<file path="src/sv/kss_pkg.sv">
// Package: word types, register indexes, phase codes and decode tables for the keypad scanner.
`timescale 1ns / 1ps

package kss_pkg;

  localparam int unsigned NumDigits = 8;
  localparam int unsigned DigitSelW = 3;
  localparam int unsigned DebounceW = 16;
  localparam int unsigned TimeoutW  = 20;
  localparam int unsigned CountW    = 20;
  localparam int unsigned CfgIdxW   = 2;
  localparam int unsigned CfgDataW  = 20;

  localparam logic [CfgIdxW-1:0] RegDebounce = 2'd0;
  localparam logic [CfgIdxW-1:0] RegTimeout  = 2'd1;

  localparam logic [DebounceW-1:0] DebounceReset = 16'd10;
  localparam logic [TimeoutW-1:0]  TimeoutReset  = 20'd5000;

  localparam logic [3:0] NoLine = 4'hf;

  typedef enum logic [1:0] {
    PH_IDLE     = 2'd0,
    PH_DEBOUNCE = 2'd1,
    PH_RELEASE  = 2'd2
  } phase_e;

  typedef struct packed {
    logic [3:0] row_sense;
    logic [3:0] col_sense;
  } in_word_t;

  typedef struct packed {
    logic [DigitSelW-1:0] digit_select;
    logic [7:0]           segments;
    logic                 key_valid;
    logic [3:0]           key_code;
  } out_word_t;

  typedef struct packed {
    logic [DebounceW-1:0] debounce_ticks;
    logic [TimeoutW-1:0]  release_timeout_ticks;
  } cfg_t;

  typedef struct packed {
    logic       valid;
    logic [3:0] code;
  } key_evt_t;

  typedef struct packed {
    logic       ok;
    logic [1:0] idx;
  } line_t;

  // Exactly one line low gives its index; anything else is rejected.
  function automatic line_t one_low_line(input logic [3:0] pat);
    line_t r;
    r = '{ok: 1'b1, idx: 2'd0};
    case (pat)
      4'h7:    r.idx = 2'd0;
      4'hb:    r.idx = 2'd1;
      4'hd:    r.idx = 2'd2;
      4'he:    r.idx = 2'd3;
      default: r.ok = 1'b0;
    endcase
    return r;
  endfunction

  function automatic logic [7:0] seg_pattern(input logic [3:0] code);
    logic [7:0] s;
    case (code)
      4'h0:    s = 8'h3f;
      4'h1:    s = 8'h06;
      4'h2:    s = 8'h5b;
      4'h3:    s = 8'h4f;
      4'h4:    s = 8'h66;
      4'h5:    s = 8'h6d;
      4'h6:    s = 8'h7d;
      4'h7:    s = 8'h07;
      4'h8:    s = 8'h7f;
      4'h9:    s = 8'h6f;
      4'ha:    s = 8'h77;
      4'hb:    s = 8'h7c;
      4'hc:    s = 8'h39;
      4'hd:    s = 8'h5e;
      4'he:    s = 8'h79;
      default: s = 8'h71;
    endcase
    return s;
  endfunction

endpackage

</file>
<file path="src/sv/kss_key_fsm.sv">
// Key scan state machine: idle, debounce count, release wait and key decode.
`timescale 1ns / 1ps

module kss_key_fsm (
  input  logic              clk_i,
  input  logic              rst_ni,
  input  kss_pkg::cfg_t     cfg_i,
  input  logic              step_i,
  input  logic [3:0]        row_i,
  input  logic [3:0]        col_i,
  output kss_pkg::key_evt_t key_o
);
  import kss_pkg::*;

  phase_e              phase_q, phase_d;
  logic [CountW-1:0]   count_q, count_d;
  logic [CountW-1:0]   count_inc;
  logic                deb_done;
  logic                rel_done;
  line_t               row_line, col_line;

  assign count_inc = count_q + CountW'(1);
  // A zero debounce setting acts as one: the incremented count is never zero here.
  assign deb_done  = count_inc >= CountW'(cfg_i.debounce_ticks);
  assign rel_done  = (col_i == NoLine) || (count_q >= CountW'(cfg_i.release_timeout_ticks));
  assign row_line  = one_low_line(row_i);
  assign col_line  = one_low_line(col_i);

  always_comb begin
    phase_d = phase_q;
    count_d = count_q;
    case (phase_q)
      PH_DEBOUNCE: begin
        count_d = count_inc;
        if (deb_done) begin
          count_d = '0;
          phase_d = (row_i == NoLine) ? PH_IDLE : PH_RELEASE;
        end
      end
      PH_RELEASE: begin
        if (rel_done) begin
          phase_d = PH_IDLE;
          count_d = '0;
        end else begin
          count_d = count_inc;
        end
      end
      default: begin
        phase_d = PH_IDLE;
        if (row_i != NoLine) begin
          phase_d = PH_DEBOUNCE;
          count_d = '0;
        end
      end
    endcase
  end

  always_comb begin
    key_o = '{valid: 1'b0, code: 4'd0};
    case (phase_q)
      PH_DEBOUNCE: begin
        if (deb_done && row_i != NoLine && row_line.ok && col_line.ok) begin
          key_o.valid = 1'b1;
          key_o.code  = {col_line.idx, row_line.idx};
        end
      end
      default: key_o = '{valid: 1'b0, code: 4'd0};
    endcase
  end

  always_ff @(posedge clk_i or negedge rst_ni) begin
    if (!rst_ni) begin
      phase_q <= PH_IDLE;
      count_q <= '0;
    end else if (step_i) begin
      phase_q <= phase_d;
      count_q <= count_d;
    end
  end

endmodule

</file>
<file path="src/sv/keypad_scan_to_seven_segment_shift_core.sv">
// Top level: keypad scanner with shifting digit store and multiplexed display output.
//
//   channel  direction  word                                       accepted when
//   in       input      row_sense, col_sense                       in_valid_i & in_ready_o
//   out      output     digit_select, segments, key_valid, code    out_valid_o & out_ready_i
//   cfg      input      cfg_index_i, cfg_data_i                    cfg_valid_i & cfg_ready_o
//
// Each input word yields one output word in the cycle after it is taken; a word can be
// taken every cycle, set by the single output register. in_ready_o stays high while
// that register is empty or is being drained, so the input stalls only when the output
// stalls. Reset clears the phase, the tick counter, the display index and all digits
// to blank, and loads the default debounce and timeout settings. Config is always ready.
`timescale 1ns / 1ps

module keypad_scan_to_seven_segment_shift_core #(
  parameter int unsigned NUM_DIGITS = kss_pkg::NumDigits
) (
  input  logic                              clk_i,
  input  logic                              rst_ni,
  input  logic                              in_valid_i,
  output logic                              in_ready_o,
  input  kss_pkg::in_word_t                 in_data_i,
  output logic                              out_valid_o,
  input  logic                              out_ready_i,
  output kss_pkg::out_word_t                out_data_o,
  input  logic                              cfg_valid_i,
  output logic                              cfg_ready_o,
  input  logic [kss_pkg::CfgIdxW-1:0]       cfg_index_i,
  input  logic [kss_pkg::CfgDataW-1:0]      cfg_data_i
);
  import kss_pkg::*;

  localparam int unsigned IdxW = (NUM_DIGITS > 1) ? $clog2(NUM_DIGITS) : 1;

  cfg_t                 cfg_q;
  key_evt_t             key;
  logic                 step;
  logic [IdxW-1:0]      idx_q, idx_d;
  logic [7:0]           store_q [NUM_DIGITS];
  out_word_t            out_q, out_d;
  logic                 out_valid_q;

  assign cfg_ready_o = 1'b1;
  assign in_ready_o  = !out_valid_q || out_ready_i;
  assign step        = in_valid_i && in_ready_o;
  assign out_valid_o = out_valid_q;
  assign out_data_o  = out_q;

  always_ff @(posedge clk_i or negedge rst_ni) begin
    if (!rst_ni) begin
      cfg_q.debounce_ticks        <= DebounceReset;
      cfg_q.release_timeout_ticks <= TimeoutReset;
    end else if (cfg_valid_i) begin
      case (cfg_index_i)
        RegDebounce: cfg_q.debounce_ticks        <= cfg_data_i[DebounceW-1:0];
        RegTimeout:  cfg_q.release_timeout_ticks <= cfg_data_i[TimeoutW-1:0];
        default: ;
      endcase
    end
  end

  kss_key_fsm u_fsm (
    .clk_i  (clk_i),
    .rst_ni (rst_ni),
    .cfg_i  (cfg_q),
    .step_i (step),
    .row_i  (in_data_i.row_sense),
    .col_i  (in_data_i.col_sense),
    .key_o  (key)
  );

  assign idx_d = (idx_q == IdxW'(NUM_DIGITS - 1)) ? '0 : idx_q + IdxW'(1);

  // Show the store as it stands before this word's key lands in it.
  always_comb begin
    out_d.digit_select = DigitSelW'(idx_q);
    out_d.segments     = store_q[idx_q];
    out_d.key_valid    = key.valid;
    out_d.key_code     = key.code;
  end

  always_ff @(posedge clk_i or negedge rst_ni) begin
    if (!rst_ni) begin
      idx_q <= '0;
    end else if (step) begin
      idx_q <= idx_d;
    end
  end

  always_ff @(posedge clk_i or negedge rst_ni) begin
    if (!rst_ni) begin
      store_q[0] <= '0;
    end else if (step && key.valid) begin
      store_q[0] <= seg_pattern(key.code);
    end
  end

  for (genvar g = 1; g < NUM_DIGITS; g++) begin : g_shift
    always_ff @(posedge clk_i or negedge rst_ni) begin
      if (!rst_ni) begin
        store_q[g] <= '0;
      end else if (step && key.valid) begin
        store_q[g] <= store_q[g-1];
      end
    end
  end

  always_ff @(posedge clk_i or negedge rst_ni) begin
    if (!rst_ni) begin
      out_valid_q <= 1'b0;
    end else if (step) begin
      out_valid_q <= 1'b1;
    end else if (out_ready_i) begin
      out_valid_q <= 1'b0;
    end
  end

  // Hold the word until taken.
  always_ff @(posedge clk_i) begin
    if (step) begin
      out_q <= out_d;
    end
  end

endmodule

</file>
<file path="config.mk">
export PLATFORM = sky130hd
export DESIGN_NAME = keypad_scan_to_seven_segment_shift_core
export DESIGN_NICKNAME = d
export VERILOG_FILES = /design/src/sv/kss_pkg.sv /design/src/sv/kss_key_fsm.sv /design/src/sv/keypad_scan_to_seven_segment_shift_core.sv
export SDC_FILE = /design/constraint.sdc
export NUM_CORES = 1
export LEC_CHECK = 0
export BUFFER_PORTS_ARGS = -buffer_cell sky130_fd_sc_hd__buf_2
export CELL_PAD_IN_SITES_DETAIL_PLACEMENT = 0
export CELL_PAD_IN_SITES_GLOBAL_PLACEMENT = 2
export CORE_MARGIN = 1
export CORE_UTILIZATION = 42
export DETAILED_ROUTE_END_ITERATION = 10
export GPL_ROUTABILITY_DRIVEN = 0
export PLACE_DENSITY_LB_ADDON = 0.1
export SETUP_SLACK_MARGIN = 0.15
export SLEW_MARGIN = 10
export SYNTH_ARGS = -nofsm -noshare
export SYNTH_HDL_FRONTEND = slang
export SYNTH_SLANG_ARGS = --single-unit
</file>
<file path="constraint.sdc">
create_clock -name clk_i -period 5.7 [get_ports clk_i]
set_clock_uncertainty 0.2 [all_clocks]
set_input_delay 0 -clock clk_i [delete_from_list [all_inputs] [get_ports clk_i]]
set_output_delay 0 -clock clk_i [all_outputs]
set_load 0.005 [all_outputs]
</file>
==> metrics.md <==
| Metric | Value |
|---|---|
| F_max | 199 MHz |
| Initial antenna violation count | 0 |
| Worst setup EP type | flop |
| CTS H-tree lvls | 4 |
| Syn_nets | ~700 |
| Most used DFF post-synth | dfrtp_1 |
| Synth Area in Compound Gates | 0.0938 |
| Max_cap viols | 0 |
| P&R area growth vs syn | 22.2% |
| Drt pass-1 iters | 7 |
| Nets | ~800 |
| Die H | roughly 130 µm |
| Reg clk slew, reported paths | ~0.060 ns |
| Fin util | 0.525 |
| WHS | roughly 0.016 ns |
| Adder-cell area share of the yosys netlist | 0.0811 |
| Starting Density | 0.430 |
| Vias per Instance | 5.31 |
| Run status | completed |
| Worst EP required | slightly below 6 ns |
| Number of port buffers | just over 50 |
| CP max stage cell | dfrtp_1 |
| Sinks on Clock Net | 133 |
| Post-route ant nets | 0 |
| Startpoint Class | flop |
| FF-to-FF setup slack | between 0.6 and 0.7 ns |
| Root Buffer | clkbuf_16 |
| YS warnings | 0 |
| Sum Neg Setup Slack | 0 ns |
| Hold crit path type | in -> async |
| Post_cts resized | 0 |
| Setup WS post-layout | roughly 0.67 ns |
| Crit-path max FO | 10 |
| Pre-CTS setup slack | 0.853 ns |
| DR WL/cell | around 17 µm |
| Netlist cell types | between 50 and 60 |
| Post-synth ARST share | 0.887 |
| Dpl hpwl | around 11,000 µm |
| Die width | around 130 µm |
| Mux cell area share after synthesis | 0.198 |
| Pwr/cell area | 307 nW/µm² |
| Core footprint | ~17,000 µm² |
| Final hold vios | 0 |
| Static Leak | about 4.2 nW |
| Yosys reg bits | 133 |
| Crit share post-route | 0.882 |
| Max-slew violation total from the final report | 0 |
| Sequential area share after synthesis | 0.461 |
| Via count | 5,094 |
| Max VDD drop | 0.271 mV |
| Synth Area in Simple Gates | 0.0929 |
| N_diodes | 0 |
| Gr usage total | 0.194 |
| Largest family of logic cells by synthesized area | multiplexers |
| DIE AREA | 18,200 µm² |
| Final setup violation count | 0 |
| Post-synthesis cell count | ~600 |
| Slew @ Worst Pin | ~1.1 ns |
| Grt met2 use | 0.340 |
| Netlist Area Pre-Place | 7400 µm² |
| Skew-Pair Late Insertion Delay | slightly above 0.4 ns |
| Global-route wire length before repair | approximately 27,000 µm |
| GR Util met3 | 0.0304 |
| RSZ-0062 raised after global routing | false |
| Wirelength, routed | about 16,000 µm |
| Largest net degree at the start of global routing | between 80 and 90 |
| Overall power | between 2 and 3 mW |
| WP data arrival | roughly 5.2 ns |
| Layout cells sized above 1 | 0.275 |
| Starting DRC count in detailed routing | ~210 |
| Syn Area/Cell | around 12 µm² |
| Num CTS Buffers | 17 |
| Met1 Use GR | 0.237 |
| Setup Crit Path Kind | reg -> reg |
| CTS tree | built |
| Vias in the first global route | between 5,000 and 6,000 |
| IO Pins | 54 |
| GRT busiest layer | met2 |
| Postcts setup bufs | 0 |
| Period minus WS final | approximately 5 ns |
| Maximum root-to-sink buffer count | 2 |
| Post-synthesis xor/xnor area fraction | 0.0248 |
| Worst path max stage delay | between 0.5 and 0.6 ns |
| Cell mode on critical path | o21ai_0 |
| Row cnt | 48 |
| Cells along the critical path | nand4_4 > nor3_1 > and3_1 > xor2_1 > ha_1 > a21o_1 > a21o_1 > a221oi_1 > o21ai_0 > o31a_1 > nand2_1 > inv_1 > ha_1 > o21ai_0 > dlygate4sd3_1 > o21ai_0 > mux2i_1 |
| Number of synthesized flops with an enable pin | 15 |
| Worst slew margin | 0.234 |
| DRC | 0 |
| GRT Residual Overflow | 0 |
-- state kept, by name (all words and copies together) (netlist names) --
| register | flops |
|---|---|
| u_fsm.count_q | 20 |
| out_data_o | 15 |
| idx_q | 3 |
| cfg_q | 36 |
| store_q | 56 |
| u_fsm.phase_q | 2 |
| out_valid_o | 1 |
-- worst max-delay path: cells and delay by family, from the launching register on --
family	cells	cell delay, ns
DFF	1	0.57
adders and majority gates	2	0.53
xor gates and xnor gates	1	0.22
and+or+nand+nor	4	1.23
buffers and inverters	2	0.66
AOI/OAI and AO/OA	7	1.44
muxes	1	0.12
-- through the flow --
stage,std cells,instance area [µm²]
after floorplan,616,7400
after global routing,959,9050
after detailed placement,865,7810
final,959,9050
after global placement,865,7810
after CTS,959,9050
-- report_power, final --
group / switching (mW) / total, mW / internal (mW)
combinational: 0.260 / 0.501 / 0.241
clock: 0.417 / 1.13 / 0.711
sequential: 0.103 / 1.15 / 1.05
total: 0.779 / 2.78 / 2.00
-- synth_stat cells (13+ instances only) --
| master | number | share of area |
|---|---|---|
| dfrtp_1 | 111 | 0.38 |
| o21ai_0 | 38 | 0.026 |
| inv_1 | 47 | 0.024 |
| mux2_4 | 38 | 0.077 |
| mux4_2 | 14 | 0.043 |
| nand4_1 | 13 | 0.011 |
| mux2_2 | 47 | 0.071 |
| clkbuf_1 | 16 | 0.0081 |
| ha_1 | 48 | 0.081 |
| nand2_1 | 44 | 0.022 |
| edfxtp_1 | 15 | 0.061 |
| nor2_1 | 21 | 0.011 |
-- routing by layer --
metal	share of wire	wire (µm)
met5	0	0
met1	0.45	7290
met4	0.024	391
met3	0.021	343
met2	0.51	8210
-- placed cells by master, fill, tap and decap left out, types with 17 or more instances in the layout --
cell             n
dfrtp_1        111
dlygate4sd3_1   61
buf_2           50
ha_1            48
inv_1           47
mux2_2          47
nand2_1         44
o21ai_0         38
mux2_4          38
nor2_1          21
clkbuf_16       17
-- worst paths after layout --
| path | startpoint | to | cells after the start |
|---|---|---|---|
| min | rst_ni | cfg_q[7]$_DFFE_PN1P_ | 2 |
| max reg2reg | u_fsm.count_q[4]$_DFFE_PN0P_ | store_q[58]$_DFFE_PN0P_ | 17 |
| min reg2reg | cfg_q[1]$_DFFE_PN0P_ | cfg_q[1]$_DFFE_PN0P_ | 1 |
| min in group clk_i | cfg_index_i[1] | cfg_q[20]$_DFFE_PN0P_ | 4 |
| max in group asynchronous | rst_ni | u_fsm.count_q[12]$_DFFE_PN0P_ | 3 |
| max | u_fsm.count_q[4]$_DFFE_PN0P_ | store_q[58]$_DFFE_PN0P_ | 17 |
-- area by class of cell --
cell class / instances / area, µm²
Fill cell: 1498 / 8190
Clock buffer: 20 / 457
Timing Repair Buffer: 118 / 926
Tap cell: 225 / 282
Clock inverter: 12 / 154
Sequential cell: 133 / 3410
Inverter: 47 / 176
Multi-Input combinational cell: 404 / 3640
-- repair_timing --
action	CTS	global route
hold buffers	62	0
hold endpoints to repair	78	0
endpoints found under the setup margin	0	0
-- kinds of logic (layout without fill, tap and decap cells) --
kind of cell / Yosys count / after routing
DFF: 133 / 133
AOI/OAI and AO/OA: 99 / 99
other: 2 / 2
adders and majority gates: 48 / 48
buffers and inverters: 79 / 197
xor gates and xnor gates: 21 / 21
muxes: 104 / 104
and+or+nand+nor: 130 / 130
Power figures use the tool's default switching activity.
